`src/sv/hrc_pkg.sv`:
```
// Types and codes of the hysteresis relay controller.
// No dependencies; imported by hrc_regs, hrc_decide and the top level.
package hrc_pkg;

  localparam int unsigned APB_DW = 32;
  localparam int unsigned APB_AW = 5;
  localparam int unsigned MEAS_W = 16;
  localparam int unsigned DUR_W  = 32;

  typedef enum logic [2:0] {
    MODE_SWITCH     = 3'd0,
    MODE_COOL       = 3'd1,
    MODE_HEAT       = 3'd2,
    MODE_HUMIDIFY   = 3'd3,
    MODE_DEHUMIDIFY = 3'd4,
    MODE_CYCLE      = 3'd5
  } mode_e;

  typedef enum logic [2:0] {
    REG_MODE     = 3'd0,
    REG_BASE     = 3'd1,
    REG_BAND     = 3'd2,
    REG_ON_DUR   = 3'd3,
    REG_OFF_DUR  = 3'd4,
    REG_INVERT   = 3'd5
  } reg_idx_e;

  typedef enum logic {
    OP_SAMPLE = 1'b0,
    OP_TICK   = 1'b1
  } opcode_e;

  typedef struct packed {
    logic [2:0]       mode;
    logic [7:0]       base_level;
    logic [7:0]       band;
    logic [DUR_W-1:0] on_duration;
    logic [DUR_W-1:0] off_duration;
    logic             invert_output;
  } cfg_t;

  typedef struct packed {
    logic relay_on;
    logic pin_level;
    logic switched;
  } res_t;

endpackage

```
`src/sv/hrc_in_if.sv`:
```
// Input stream channel: one beat carries an opcode and a measurement.
// Depends on nothing.
interface hrc_in_if;
  logic               valid;
  logic               ready;
  logic               opcode;
  logic signed [15:0] measurement;

  modport source (output valid, output opcode, output measurement, input ready);
  modport sink   (input valid, input opcode, input measurement, output ready);
endinterface

```
`src/sv/hrc_out_if.sv`:
```
// Output stream channel: one beat carries the relay result.
// Depends on nothing.
interface hrc_out_if;
  logic valid;
  logic ready;
  logic relay_on;
  logic pin_level;
  logic switched;

  modport source (output valid, output relay_on, output pin_level, output switched,
                  input ready);
  modport sink   (input valid, input relay_on, input pin_level, input switched,
                  output ready);
endinterface

```
`src/sv/hrc_regs.sv`:
```
// APB register file holding the controller configuration.
// Depends on hrc_pkg.
module hrc_regs
  import hrc_pkg::*;
(
  input  logic              clk_i,
  input  logic              rst_ni,
  input  logic              psel,
  input  logic              penable,
  input  logic              pwrite,
  input  logic [APB_AW-1:0] paddr,
  input  logic [APB_DW-1:0] pwdata,
  output logic [APB_DW-1:0] prdata,
  output logic              pready,
  output cfg_t              cfg_o
);

  cfg_t     cfg_q, cfg_d;
  logic     wr_en;
  reg_idx_e idx;

  assign pready = 1'b1;
  assign wr_en  = psel & penable & pwrite;
  assign idx    = reg_idx_e'(paddr[4:2]);
  assign cfg_o  = cfg_q;

  always_comb begin
    cfg_d = cfg_q;
    if (wr_en) begin
      unique case (idx)
        REG_MODE:    cfg_d.mode          = pwdata[2:0];
        REG_BASE:    cfg_d.base_level    = pwdata[7:0];
        REG_BAND:    cfg_d.band          = pwdata[7:0];
        REG_ON_DUR:  cfg_d.on_duration   = pwdata[DUR_W-1:0];
        REG_OFF_DUR: cfg_d.off_duration  = pwdata[DUR_W-1:0];
        REG_INVERT:  cfg_d.invert_output = pwdata[0];
        default: ;
      endcase
    end
  end

  always_comb begin
    unique case (idx)
      REG_MODE:    prdata = APB_DW'(cfg_q.mode);
      REG_BASE:    prdata = APB_DW'(cfg_q.base_level);
      REG_BAND:    prdata = APB_DW'(cfg_q.band);
      REG_ON_DUR:  prdata = APB_DW'(cfg_q.on_duration);
      REG_OFF_DUR: prdata = APB_DW'(cfg_q.off_duration);
      REG_INVERT:  prdata = APB_DW'(cfg_q.invert_output);
      default:     prdata = '0;
    endcase
  end

  always_ff @(posedge clk_i or negedge rst_ni) begin
    if (!rst_ni) begin
      cfg_q <= '0;
    end else begin
      cfg_q <= cfg_d;
    end
  end

endmodule

```
`src/sv/hrc_decide.sv`:
```
// Relay decision logic and the relay, cycle and tick-count state.
// Depends on hrc_pkg; fed from the input register of the top level.
module hrc_decide
  import hrc_pkg::*;
#(
  parameter int unsigned TIME_WIDTH    = 32,
  parameter int unsigned FRACTION_BITS = 4
) (
  input  logic              clk_i,
  input  logic              rst_ni,
  input  logic              step_i,
  input  logic              opcode_i,
  input  logic [MEAS_W-1:0] measurement_i,
  input  cfg_t              cfg_i,
  output res_t              res_o
);

  localparam int unsigned CMP_W = 18 + FRACTION_BITS;
  localparam int unsigned CNT_W = (TIME_WIDTH > DUR_W) ? TIME_WIDTH : DUR_W;

  logic                  relay_q, relay_d;
  logic                  started_q, started_d;
  logic [TIME_WIDTH-1:0] elapsed_q, elapsed_d, elapsed_inc;
  logic                  sw;

  logic signed [CMP_W-1:0] m_ext, on_thr, off_lo, off_hi;
  logic signed [9:0]       lo_diff, hi_sum;
  logic [MEAS_W:0]         mag, mag_int;
  logic                    int_nonzero;

  assign m_ext   = CMP_W'($signed(measurement_i));
  assign on_thr  = $signed(CMP_W'(cfg_i.base_level)) <<< FRACTION_BITS;
  assign lo_diff = $signed({2'b00, cfg_i.base_level}) - $signed({2'b00, cfg_i.band});
  assign hi_sum  = $signed({2'b00, cfg_i.base_level}) + $signed({2'b00, cfg_i.band});
  assign off_lo  = CMP_W'(lo_diff) <<< FRACTION_BITS;
  assign off_hi  = CMP_W'(hi_sum) <<< FRACTION_BITS;

  // Integer part truncates toward zero, so work on the magnitude.
  assign mag         = measurement_i[MEAS_W-1]
                       ? ((MEAS_W+1)'(0) - {measurement_i[MEAS_W-1], measurement_i})
                       : {1'b0, measurement_i};
  assign mag_int     = mag >> FRACTION_BITS;
  assign int_nonzero = |mag_int[7:0];

  // Saturating tick count.
  assign elapsed_inc = (&elapsed_q) ? elapsed_q : elapsed_q + TIME_WIDTH'(1);

  always_comb begin
    relay_d   = relay_q;
    started_d = started_q;
    elapsed_d = elapsed_q;
    sw        = 1'b0;
    if (opcode_i == OP_SAMPLE) begin
      unique case (cfg_i.mode) inside
        MODE_SWITCH: begin
          relay_d = int_nonzero;
          sw      = 1'b1;
        end
        MODE_COOL, MODE_DEHUMIDIFY: begin
          if (!relay_q && (m_ext > on_thr)) begin
            relay_d = 1'b1;
            sw      = 1'b1;
          end else if (relay_q && (m_ext < off_lo)) begin
            relay_d = 1'b0;
            sw      = 1'b1;
          end
        end
        MODE_HEAT, MODE_HUMIDIFY: begin
          if (!relay_q && (m_ext < on_thr)) begin
            relay_d = 1'b1;
            sw      = 1'b1;
          end else if (relay_q && (m_ext > off_hi)) begin
            relay_d = 1'b0;
            sw      = 1'b1;
          end
        end
        default: ;
      endcase
    end else if (cfg_i.mode == MODE_CYCLE) begin
      if (!started_q) begin
        started_d = 1'b1;
        relay_d   = 1'b1;
        elapsed_d = '0;
        sw        = 1'b1;
      end else if (!relay_q && (CNT_W'(elapsed_inc) >= CNT_W'(cfg_i.off_duration))) begin
        relay_d   = 1'b1;
        elapsed_d = '0;
        sw        = 1'b1;
      end else if (relay_q && (CNT_W'(elapsed_inc) >= CNT_W'(cfg_i.on_duration))) begin
        relay_d   = 1'b0;
        elapsed_d = '0;
        sw        = 1'b1;
      end else begin
        elapsed_d = elapsed_inc;
      end
    end
  end

  assign res_o.relay_on  = relay_d;
  assign res_o.pin_level = relay_d ^ cfg_i.invert_output;
  assign res_o.switched  = sw;

  always_ff @(posedge clk_i or negedge rst_ni) begin
    if (!rst_ni) begin
      relay_q   <= 1'b0;
      started_q <= 1'b0;
      elapsed_q <= '0;
    end else if (step_i) begin
      relay_q   <= relay_d;
      started_q <= started_d;
      elapsed_q <= elapsed_d;
    end
  end

endmodule

```
`src/sv/hysteresis_relay_controller.sv`:
```
// Hysteresis relay controller, top level.
// Depends on hrc_pkg, hrc_in_if, hrc_out_if, hrc_regs and hrc_decide.
//
// Usage:
//   in_i carries one beat per measurement sample (opcode 0) or millisecond
//   tick (opcode 1). out_o returns exactly one beat per input beat, in order,
//   with the relay state, the pin level and a flag for an issued drive.
//   Configuration goes through the APB port (mode, base level, band, on and
//   off durations, output inversion) at byte addresses 0, 4, .. 20; write it
//   only while no beat is in flight.
// Timing:
//   A beat is held in the input register, the decision is taken while it
//   moves into the result register, and the result is offered from there.
//   One beat per cycle is sustained while out_o does not stall; the limit is
//   the single decide stage, whose state updates as each beat leaves it.
// Reset and stalls:
//   Reset clears the relay (off), the cycle start flag, the tick count and
//   all configuration. When out_o stalls, the result register holds and one
//   more beat parks in the input register; in_i then drops ready.
module hysteresis_relay_controller
  import hrc_pkg::*;
#(
  parameter int unsigned TIME_WIDTH    = 32,
  parameter int unsigned FRACTION_BITS = 4
) (
  input  logic              clk_i,
  input  logic              rst_ni,
  hrc_in_if.sink            in_i,
  hrc_out_if.source         out_o,
  input  logic              psel,
  input  logic              penable,
  input  logic              pwrite,
  input  logic [APB_AW-1:0] paddr,
  input  logic [APB_DW-1:0] pwdata,
  output logic [APB_DW-1:0] prdata,
  output logic              pready
);

  cfg_t              cfg;
  res_t              res;
  logic              s1_valid_q;
  logic              s1_op_q;
  logic [MEAS_W-1:0] s1_meas_q;
  logic              out_valid_q;
  res_t              out_res_q;
  logic              out_free, s1_adv, in_fire;

  hrc_regs u_regs (
    .clk_i   (clk_i),
    .rst_ni  (rst_ni),
    .psel    (psel),
    .penable (penable),
    .pwrite  (pwrite),
    .paddr   (paddr),
    .pwdata  (pwdata),
    .prdata  (prdata),
    .pready  (pready),
    .cfg_o   (cfg)
  );

  assign out_free   = !out_valid_q || out_o.ready;
  assign s1_adv     = s1_valid_q && out_free;
  assign in_i.ready = !s1_valid_q || out_free;
  assign in_fire    = in_i.valid && in_i.ready;

  hrc_decide #(
    .TIME_WIDTH    (TIME_WIDTH),
    .FRACTION_BITS (FRACTION_BITS)
  ) u_decide (
    .clk_i         (clk_i),
    .rst_ni        (rst_ni),
    .step_i        (s1_adv),
    .opcode_i      (s1_op_q),
    .measurement_i (s1_meas_q),
    .cfg_i         (cfg),
    .res_o         (res)
  );

  always_ff @(posedge clk_i or negedge rst_ni) begin
    if (!rst_ni) begin
      s1_valid_q  <= 1'b0;
      out_valid_q <= 1'b0;
    end else begin
      if (in_i.ready) begin
        s1_valid_q <= in_i.valid;
      end
      if (out_free) begin
        out_valid_q <= s1_valid_q;
      end
    end
  end

  // Payload registers: load on a beat, hold otherwise.
  always_ff @(posedge clk_i) begin
    if (in_fire) begin
      s1_op_q   <= in_i.opcode;
      s1_meas_q <= in_i.measurement;
    end
    if (s1_adv) begin
      out_res_q <= res;
    end
  end

  assign out_o.valid     = out_valid_q;
  assign out_o.relay_on  = out_res_q.relay_on;
  assign out_o.pin_level = out_res_q.pin_level;
  assign out_o.switched  = out_res_q.switched;

endmodule

```
`src/flat_wrapper.sv`:
```
// flat-port wrapper written by rule: the top's interface ports become plain ports
module hysteresis_relay_controller_flat import hrc_pkg::*;
#(
  parameter int unsigned TIME_WIDTH    = 32,
  parameter int unsigned FRACTION_BITS = 4
)
  (clk_i, rst_ni, psel, penable, pwrite, paddr, pwdata, prdata, pready, in_i_valid, in_i_opcode, in_i_measurement, in_i_ready, out_o_valid, out_o_relay_on, out_o_pin_level, out_o_switched, out_o_ready);
  hrc_in_if in_i_i ();
  hrc_out_if out_o_i ();
  input  logic clk_i;
  input  logic rst_ni;
  input  logic psel;
  input  logic penable;
  input  logic pwrite;
  input  logic [APB_AW-1:0] paddr;
  input  logic [APB_DW-1:0] pwdata;
  output logic [APB_DW-1:0] prdata;
  output logic pready;
  input wire logic [$bits(in_i_i.valid)-1:0] in_i_valid;
  input wire logic [$bits(in_i_i.opcode)-1:0] in_i_opcode;
  input wire logic [$bits(in_i_i.measurement)-1:0] in_i_measurement;
  output wire logic [$bits(in_i_i.ready)-1:0] in_i_ready;
  output wire logic [$bits(out_o_i.valid)-1:0] out_o_valid;
  output wire logic [$bits(out_o_i.relay_on)-1:0] out_o_relay_on;
  output wire logic [$bits(out_o_i.pin_level)-1:0] out_o_pin_level;
  output wire logic [$bits(out_o_i.switched)-1:0] out_o_switched;
  input wire logic [$bits(out_o_i.ready)-1:0] out_o_ready;
  assign in_i_i.valid = in_i_valid;
  assign in_i_i.opcode = in_i_opcode;
  assign in_i_i.measurement = in_i_measurement;
  assign in_i_ready = in_i_i.ready;
  assign out_o_valid = out_o_i.valid;
  assign out_o_relay_on = out_o_i.relay_on;
  assign out_o_pin_level = out_o_i.pin_level;
  assign out_o_switched = out_o_i.switched;
  assign out_o_i.ready = out_o_ready;
  hysteresis_relay_controller #(.TIME_WIDTH(TIME_WIDTH), .FRACTION_BITS(FRACTION_BITS)) u_core (.clk_i(clk_i), .rst_ni(rst_ni), .in_i(in_i_i), .out_o(out_o_i), .psel(psel), .penable(penable), .pwrite(pwrite), .paddr(paddr), .pwdata(pwdata), .prdata(prdata), .pready(pready));
endmodule
```
`config.mk`:
```
export PLATFORM = sky130hd
export DESIGN_NAME = hysteresis_relay_controller_flat
export DESIGN_NICKNAME = d
export VERILOG_FILES = /design/src/sv/hrc_pkg.sv /design/src/sv/hrc_in_if.sv /design/src/sv/hrc_out_if.sv /design/src/sv/hrc_regs.sv /design/src/sv/hrc_decide.sv /design/src/sv/hysteresis_relay_controller.sv /design/src/flat_wrapper.sv
export SDC_FILE = /design/constraint.sdc
export NUM_CORES = 1
export LEC_CHECK = 0
export BUFFER_PORTS_ARGS = -buffer_cell sky130_fd_sc_hd__buf_2
export CORE_AREA = 2 2 135 137
export CTS_CLUSTER_DIAMETER = 200
export DETAILED_ROUTE_END_ITERATION = 10
export DIE_AREA = 0 0 137 139
export GPL_TIMING_DRIVEN = 0
export PLACE_DENSITY_LB_ADDON = 0.12
export SLEW_MARGIN = 20
export SYNTH_ARGS = -nofsm -noshare
export SYNTH_HDL_FRONTEND = slang
export SYNTH_SLANG_ARGS = --single-unit
```
`constraint.sdc`:
```
create_clock -name clk_i -period 11 [get_ports clk_i]
set_input_delay 2.75 -clock clk_i [delete_from_list [all_inputs] [get_ports clk_i]]
set_output_delay 2.75 -clock clk_i [all_outputs]
set_load 0.005 [all_outputs]
```
==> Implementation_results.wiki, run 1 <==
{| class="wikitable"
! Metric !! Value
|-
| Path class of the lowest-slack min-delay path || reg -> reg
|-
| Top flip-flop cell by instance count after synthesis || sky130_fd_sc_hd__dfrtp_1
|-
| Synth-to-layout area growth || 14.7%
|-
| Worst IR drop on VDD || approximately 120 uV
|-
| Total detailed-routing wirelength || 25100 um
|-
| IO buf count || 93
|-
| Sort of element at the end of the critical path || primary output
|-
| Number of clock sinks || 140
|-
| Number of buffers added for setup after CTS || 0
|-
| # IOs || 99
|-
| RSZ-0062 raised after global routing || false
|-
| Remaining design rule violation count || 0
|-
| Chip width || 137 um
|-
| Unique cell type count in the Yosys netlist || 68
|-
| Setup-failing EPs final || 0
|-
| Outcome || finished, final reports clean
|-
| Via density || 5.76
|-
| Synthesized instance count || approximately 1000
|-
| Reg2Reg Launch Point || u_core.u_decide.elapsed_q[12]
|-
| Number of enable flip-flop cells after synthesis || 20
|-
| Max Root-Sink Buffers || 2
|-
| First-pass GRT wire length || 40900 um
|-
| Achievable Freq || 126 MHz
|-
| Max H-tree Level || 4
|-
| Number of global-route vias before repair || 8021
|-
| Total Die Area || approximately 19000 um^2
|-
| Clock-pin slew on the worst setup and hold paths || 0.06 ns
|-
| Area share of the largest cell type after synthesis || 31.6%
|-
| Final slew viol count || 0
|-
| LEAKAGE || roughly 0.0053 uW
|-
| Cell types with the largest area share after synthesis || sky130_fd_sc_hd__dfrtp_1 32%, sky130_fd_sc_hd__ha_1 14%, sky130_fd_sc_hd__edfxtp_1 6.3%
|-
| Largest net degree at the start of global routing || 70
|-
| Minimum clock period || 7.95 ns
|-
| Aggregate global routing overflow || 0
|-
| Power density over cell area || 167 nW/um^2
|-
| Startpoint type of the worst setup path || input pin
|-
| Share of synthesized registers carrying an async set or reset || roughly 86%
|-
| Syn nets || 1218
|-
| Mean cell area of the mapped netlist || 9.09 um^2
|-
| Total power draw || roughly 1800 uW
|-
| Yosys synthesis warning count || 0
|-
| Largest fanout of any net on the critical path || 10
|-
| Ratio of cells with drive above 1 in the final layout || around 14%
|-
| Synth Cell Area || 9510 um^2
|-
| Total clock buffers created by CTS || 17
|-
| Vertical die dimension || 139 um
|-
| Setup TNS after final layout || 0 ns
|-
| Clock insertion delay at the later pin of the skew report || 0.43 ns
|-
| Count of antenna diodes in the layout || 0
|-
| Standard-cell row count || 49
|-
| Dominant cell type by area after synthesis || sky130_fd_sc_hd__dfrtp_1
|-
| Sequential-to-total area share from yosys stat || 37.9%
|-
| GRT Total Usage || 27.6%
|-
| Cell count after placement || 1369
|-
| Crit path required time || 8.25 ns
|-
| Number of instances resized during post-cts repair || 0
|-
| Root buffer cell || sky130_fd_sc_hd__clkbuf_16
|-
| Worst Setup SP || paddr[4]
|-
| Placement Setup Slack || between 3 and 4 ns
|-
| Worst Hold Launch || u_core.u_decide.started_q
|-
| Post-layout util || 61.8%
|-
| Slew Limit Headroom || around a quarter
|-
| Layout Skew || 0.0117 ns
|-
| Crit Path Class || in -> out
|-
| Part of the cycle the worst path needs || slightly above 70%
|-
| Std-Cell Core Area || 17700 um^2
|-
| Actual slew at the worst max-slew pin || 1.14 ns
|-
| Post-route insts no fill || 1401
|-
| Initial antenna violation count || 0
|-
| Number of endpoints with negative hold slack in the final report || 0
|-
| Antenna Nets Post-Route || 0
|-
| Number of nets in the final layout || between 1000 and 1500
|-
| Total via count in the routed design || 8066
|-
| Fin worst setup slack || 3.05 ns
|-
| WL per Instance || between 15 and 20 um
|-
| Final weighted congestion in routability-driven placement || ~0.83
|-
| Clock tree from TritonCTS || yes
|-
| Seq cells post-synth || 140
|-
| Starting Density || 53.8%
|-
| First-pass detailed-route iteration total || 5
|-
| Data arrival time of the critical path || around 5.2 ns
|-
| Max capacitance violation total || 0
|-
| Cts hold-fix bufs || 0
|-
| Iter 0 DRT Violations || 519
|-
| Final HPWL DP || 19100 um
|}
-- Yosys cell counts (11+ instances only) --
library cell	count
sky130_fd_sc_hd__a21o_1	13
sky130_fd_sc_hd__a21oi_1	43
sky130_fd_sc_hd__a22o_1	51
sky130_fd_sc_hd__and3_1	12
sky130_fd_sc_hd__clkbuf_1	33
sky130_fd_sc_hd__dfrtp_1	120
sky130_fd_sc_hd__edfxtp_1	20
sky130_fd_sc_hd__ha_1	109
sky130_fd_sc_hd__inv_1	109
sky130_fd_sc_hd__mux2_2	15
sky130_fd_sc_hd__mux2i_1	11
sky130_fd_sc_hd__nand2_1	116
sky130_fd_sc_hd__nand2b_1	15
sky130_fd_sc_hd__nand3_1	25
sky130_fd_sc_hd__nand4_1	19
sky130_fd_sc_hd__nor2_1	47
sky130_fd_sc_hd__o21ai_0	116
sky130_fd_sc_hd__xnor2_1	30
sky130_fd_sc_hd__xor2_1	13
-- worst paths after layout --
check | endpoint | slack, ns | cells after the start
min in group asynchronous | u_core.u_regs.cfg_o[6] | 2.27 | 1
setup reg to reg | u_core.u_decide.elapsed_q[28] | 5.65 | 16
setup / recovery | prdata[17] | 3.05 | 7
hold / removal | u_core.u_decide.started_q | 0.49 | 1
hold reg to reg | u_core.u_decide.started_q | 0.49 | 1
max in group asynchronous | u_core.s1_valid_q | 7.99 | 2
-- stage by stage --
step           area [um^2]  hold slack [ns]
3_3_place_gp         10300            0.466
3_5_place_dp         10300            0.479
4_1_cts              10900            0.496
6_report             10900            0.492
5_1_grt              10900            0.522
2_1_floorplan         9510            0.445
-- power by group --
group	internal (uW)	switching (uW)	total, uW
Clock	360	241	601
Combinational	231	316	547
Sequential	611	64.4	675
-- layer usage --
metal  part of all wire, %  GRT usage (%)
met5                     0              0
met4                   1.8           7.81
met3                   5.7           5.52
met2                    45           43.2
met1                    47           38.8
-- final cells by class --
type,count,area (um^2)
plain buffers,40,160
clock buffers,17,425
clock inverters,15,186
fillers,1596,6750
inverters,109,409
multi-input cells,757,5340
flip-flops and latches,140,3600
well taps,229,287
repair buffers,94,499
-- layout by cell type (no fill, tap or decap), types with 4 or more instances in the layout --
master and count:
sky130_fd_sc_hd__nor4_1 8, sky130_fd_sc_hd__nor2b_1 10, sky130_fd_sc_hd__a21o_1 13, sky130_fd_sc_hd__a22o_1 51, sky130_fd_sc_hd__buf_2 96, sky130_fd_sc_hd__o21a_1 5, sky130_fd_sc_hd__mux2i_1 11, sky130_fd_sc_hd__mux2_2 15
sky130_fd_sc_hd__a211oi_1 10, sky130_fd_sc_hd__and3_1 12, sky130_fd_sc_hd__nor3_1 9, sky130_fd_sc_hd__nand2b_1 15, sky130_fd_sc_hd__dfrtp_1 120, sky130_fd_sc_hd__o21bai_1 6, sky130_fd_sc_hd__o21ai_0 116, sky130_fd_sc_hd__nand2_1 116
sky130_fd_sc_hd__nor2_1 47, sky130_fd_sc_hd__inv_1 109, sky130_fd_sc_hd__o22ai_1 9, sky130_fd_sc_hd__nand3_1 25, sky130_fd_sc_hd__a22oi_1 6, sky130_fd_sc_hd__a21oi_1 43, sky130_fd_sc_hd__clkbuf_16 17, sky130_fd_sc_hd__xnor2_1 30
sky130_fd_sc_hd__inv_6 4, sky130_fd_sc_hd__nand4_1 19, sky130_fd_sc_hd__edfxtp_1 20, sky130_fd_sc_hd__clkbuf_1 33, sky130_fd_sc_hd__ha_1 109, sky130_fd_sc_hd__clkinv_4 4, sky130_fd_sc_hd__a31oi_1 4, sky130_fd_sc_hd__xor2_1 13
-- state kept, by name (all words and copies together), names as in the netlist --
signal / flops
u_core.out_o.pin_level: 1
u_core.out_o.relay_on: 1
u_core.out_o.switched: 1
u_core.out_o.valid: 1
u_core.s1_meas_q: 16
u_core.s1_op_q: 1
u_core.s1_valid_q: 1
u_core.u_decide.elapsed_q: 32
u_core.u_decide.relay_q: 1
u_core.u_decide.started_q: 1
u_core.u_regs.cfg_o: 84
-- logic make-up after synthesis --
kind of cell,count (synthesis),share of synthesized area (%)
AO/OA/AOI/OAI,289,19.5
XOR/XNOR,43,3.96
adder cells (fa/ha/maj),111,14.8
buffers and inverters,149,5.99
flip-flops,140,37.9
multiplexers,26,2.93
other,1,0.0394
AND/OR/NAND/NOR,287,14.9
-- worst max-delay path: stages --
cell and delay [ns]:
sky130_fd_sc_hd__clkbuf_1 0.35, sky130_fd_sc_hd__nor2b_1 0.56, sky130_fd_sc_hd__nor2b_1 0.20, sky130_fd_sc_hd__clkbuf_1 0.44, sky130_fd_sc_hd__clkbuf_1 0.52, sky130_fd_sc_hd__a22o_1 0.25
sky130_fd_sc_hd__buf_2 0.13
No activity file was read; power rests on OpenSTA's default activity.
==> inputs of run 2 (changes only) <==
Settings changed: CORE_AREA 2 2 135 137 to 2 2 136 138, DIE_AREA 0 0 137 139 to 0 0 138 140.
Clock period 11 ns to 6.8 ns, I/O delays scaled along.
==> Implementation_results.wiki, run 2 (synthesized netlist as in run 1, its figures left out) <==
{| class="wikitable"
! Metric !! Value
|-
| Number of instances resized during post-cts repair || 0 (unchanged)
|-
| Met3 Resource Use GR || 3.62% (was 5.52%)
|-
| Clock-pin slew on the worst setup and hold paths || 0.06 ns (about the same)
|-
| Chip width || 138 um (was 137 um)
|-
| Clock tree from TritonCTS || yes (unchanged)
|-
| Combinational power share || 30.7% (was 30.0%)
|-
| Via density || 5.77 (was 5.76)
|-
| Reg2Reg Setup Slack || 1.47 ns (was 5.65 ns)
|-
| Layout Skew || 0.00762 ns (was 0.0117 ns)
|-
| Number of nets in the final layout || 1331 (unchanged)
|-
| Critical path capture point || prdata[21] (was prdata[17])
|-
| First-pass detailed-route iteration total || 5 (unchanged)
|-
| Worst IR drop on VDD || 217 uV (was 119 uV)
|-
| Synth-to-layout area growth || 14.6% (was 14.7%)
|-
| Aggregate global routing overflow || 0 (unchanged)
|-
| Net switching share of the total power || 34.3% (was 34.1%)
|-
| Minimum clock period || between 5 and 6 ns
|-
| Cell count after placement || 1369 (unchanged)
|-
| Crit Path Class || in -> out (unchanged)
|-
| Achievable Freq || 172 MHz
|-
| Startpoint type of the worst setup path || input pin (unchanged)
|-
| Antenna Nets Post-Route || 0 (unchanged)
|-
| Number of global-route vias before repair || 7893 (was 8021)
|-
| Ordered list of cells on the worst path || clkbuf_1 -> nor2b_1 -> nor2b_1 -> clkbuf_1 -> clkbuf_1 -> a22o_1 -> buf_2 (unchanged)
|-
| CP max-delay cell || sky130_fd_sc_hd__nor2b_1 (unchanged)
|-
| Final HPWL DP || 19300 um (was 19100 um)
|-
| Outcome || finished, final reports clean (unchanged)
|-
| Area taken by multi-input logic gates || 5340 um^2 (about the same)
|-
| Starting Density || 53.5% (was 53.8%)
|-
| Remaining design rule violation count || 0 (unchanged)
|-
| Reg2Reg Launch Point || u_core.u_decide.elapsed_q[12] (unchanged)
|-
| Clock network fraction of design power || 32.1% (was 33.0%)
|-
| Setup-failing EPs final || 0 (unchanged)
|-
| Final slew viol count || 0 (unchanged)
|-
| Endpoint of the most critical register-to-register path || u_core.u_decide.elapsed_q[13] (was u_core.u_decide.elapsed_q[28])
|-
| Commonest non-fill, non-tap cell in the layout || sky130_fd_sc_hd__dfrtp_1 (unchanged)
|-
| Net switching power figure || 1010 uW (was 621 uW)
|-
| Most used cells in the layout excluding fill and tap cells || 120 x sky130_fd_sc_hd__dfrtp_1, 116 x sky130_fd_sc_hd__nand2_1, 116 x sky130_fd_sc_hd__o21ai_0 (unchanged)
|-
| Worst path buffer plus inverter count || 4 (unchanged)
|-
| Count of antenna diodes in the layout || 0 (unchanged)
|-
| Final weighted congestion in routability-driven placement || 0.886 (was 0.834)
|-
| Total detailed-routing wirelength || 25100 um (about the same)
|-
| Delay-heaviest family, CP || buffers and inverters (unchanged)
|-
| RSZ-0062 raised after global routing || false (unchanged)
|-
| GRT Total Usage || 26.5% (was 27.6%)
|-
| Iter 0 DRT Violations || 526 (was 519)
|-
| Setup TNS after final layout || 0 ns (unchanged)
|-
| Clock insertion delay at the later pin of the skew report || 0.42 ns (was 0.43 ns)
|-
| Root buffer cell || sky130_fd_sc_hd__clkbuf_16 (unchanged)
|-
| Max H-tree Level || 4 (unchanged)
|-
| Max Root-Sink Buffers || 2 (unchanged)
|-
| Crit path required time || 5.10 ns (was 8.25 ns)
|-
| Total Die Area || 19300 um^2 (was 19000 um^2)
|-
| Ratio of cells with drive above 1 in the final layout || 14.1% (was 14.0%)
|-
| Max capacitance violation total || 0 (unchanged)
|-
| Number of cells traversed by the worst register-to-register path || 18 (was 16)
|-
| Std-Cell Core Area || 17800 um^2 (was 17700 um^2)
|-
| Area used by sequential logic in the layout || 3600 um^2 (unchanged)
|-
| Total clock buffers created by CTS || 17 (unchanged)
|-
| Total number of cells along the worst setup path || 7 (unchanged)
|-
| Data arrival time of the critical path || 4.11 ns (was 5.20 ns)
|-
| Vertical die dimension || 140 um (was 139 um)
|-
| Cell depth of the worst hold path || 1 (unchanged)
|-
| Number of clock sinks || 140 (unchanged)
|-
| IO buf count || 93 (unchanged)
|-
| Number of buffers added for setup after CTS || 0 (unchanged)
|-
| Biggest cell delay along the critical path || 0.61 ns (was 0.56 ns)
|-
| Post-route insts no fill || 1401 (unchanged)
|-
| Flop pwr share || 37.2% (was 37.0%)
|-
| Worst Setup SP || paddr[4] (unchanged)
|-
| LEAKAGE || 0.00533 uW (was 0.00534 uW)
|-
| Initial antenna violation count || 0 (unchanged)
|-
| Global routing met2 resource utilization || 41.2% (was 43.2%)
|-
| Power density over cell area || 269 nW/um^2 (was 167 nW/um^2)
|-
| Cts hold-fix bufs || 0 (unchanged)
|-
| Actual slew at the worst max-slew pin || 1.04 ns (was 1.14 ns)
|-
| Total via count in the routed design || 8089 (was 8066)
|-
| Standard-cell row count || 49 (unchanged)
|-
| Number of endpoints with negative hold slack in the final report || 0 (unchanged)
|-
| Crit-path most repeated cell || sky130_fd_sc_hd__clkbuf_1 (unchanged)
|-
| First-pass GRT wire length || 41000 um (was 40900 um)
|-
| Busiest layer in global routing || met2 (unchanged)
|-
| Fill count || 1598 (was 1596)
|-
| Internal Power || 1920 uW (was 1200 uW)
|-
| Number of flip-flops in the largest register || 84 (unchanged)
|-
| Slew Limit Headroom || 30.1% (was 23.9%)
|-
| # IOs || 99 (unchanged)
|-
| Sort of element at the end of the critical path || primary output (unchanged)
|-
| Largest net degree at the start of global routing || 68 (was 70)
|-
| Part of the cycle the worst path needs || between 80% and 90%
|-
| Global routing met1 resource utilization || 39.1% (was 38.8%)
|-
| WL per Instance || 17.9 um (about the same)
|-
| Largest fanout of any net on the critical path || 10 (unchanged)
|-
| Path class of the lowest-slack min-delay path || reg -> reg (unchanged)
|}
## run 2: changes by cell type in the layout (fill, tap and decap cells not counted)
cell,delta
sky130_fd_sc_hd__clkinv_4,-3
sky130_fd_sc_hd__clkinvlp_4,+3
sky130_fd_sc_hd__clkbuf_8,+2
sky130_fd_sc_hd__inv_6,-2
sky130_fd_sc_hd__bufinv_16,-1
sky130_fd_sc_hd__clkinv_2,+1
sky130_fd_sc_hd__nor3_1,-1
sky130_fd_sc_hd__nor3_2,+1
## run 2: stage by stage
step	cell area [um^2]	worst slack [ns]	power, uW	util [%]	hold slack, ns
after floorplan	9510	1.99	1710	-	0.445
after global placement	10300	0.956	1960	57.7	0.471
after detailed placement	10300	0.965	1990	57.9	0.486
after CTS	10900	0.947	2940	61.2	0.501
after global routing	10900	0.872	3120	61.3	0.516
final	10900	0.986	2930	61.3	0.501
## run 2: how the worst min path moves through the flow
stage	slack, ns	endpoint	from
2_1_floorplan	0.45	u_core.u_decide.started_q	u_core.u_decide.started_q
3_3_place_gp	0.47	u_core.u_decide.started_q	u_core.u_decide.started_q
3_5_place_dp	0.49	u_core.u_decide.started_q	u_core.u_decide.started_q
4_1_cts	0.50	u_core.u_decide.started_q	u_core.u_decide.started_q
5_1_grt	0.52	u_core.out_o.valid	u_core.s1_valid_q
6_report	0.50	u_core.out_o.valid	u_core.s1_valid_q
## run 2: final cells by class
| type | instances | area share, % |
|---|---|---|
| multi-input combinational | 757 | 49.0 |
| sequential | 140 | 33.1 |
| timing repair buffer | 94 | 4.58 |
| clock buffer | 19 | 4.16 |
| inverter | 109 | 3.76 |
| tap | 229 | 2.63 |
| buffer | 40 | 1.47 |
| clock inverter | 13 | 1.29 |
## run 2: metal layers
layer | vias up | wire [um] | part of all wire, %
met2 | 232 | 11200 | 45
li1 | 3944 | - | -
met1 | 3889 | 12300 | 49
met4 | 0 | 285 | 1.1
met5 | - | 0 | 0
met3 | 24 | 1270 | 5.0
## run 2: power groups by stage
stage | Clock [uW] | Sequential, uW | Combinational [uW]
after floorplan | 0 | 1070 | 637
after global placement | 0 | 1100 | 866
after detailed placement | 0 | 1100 | 890
after CTS | 950 | 1090 | 898
after global routing | 995 | 1110 | 1020
final | 939 | 1090 | 900
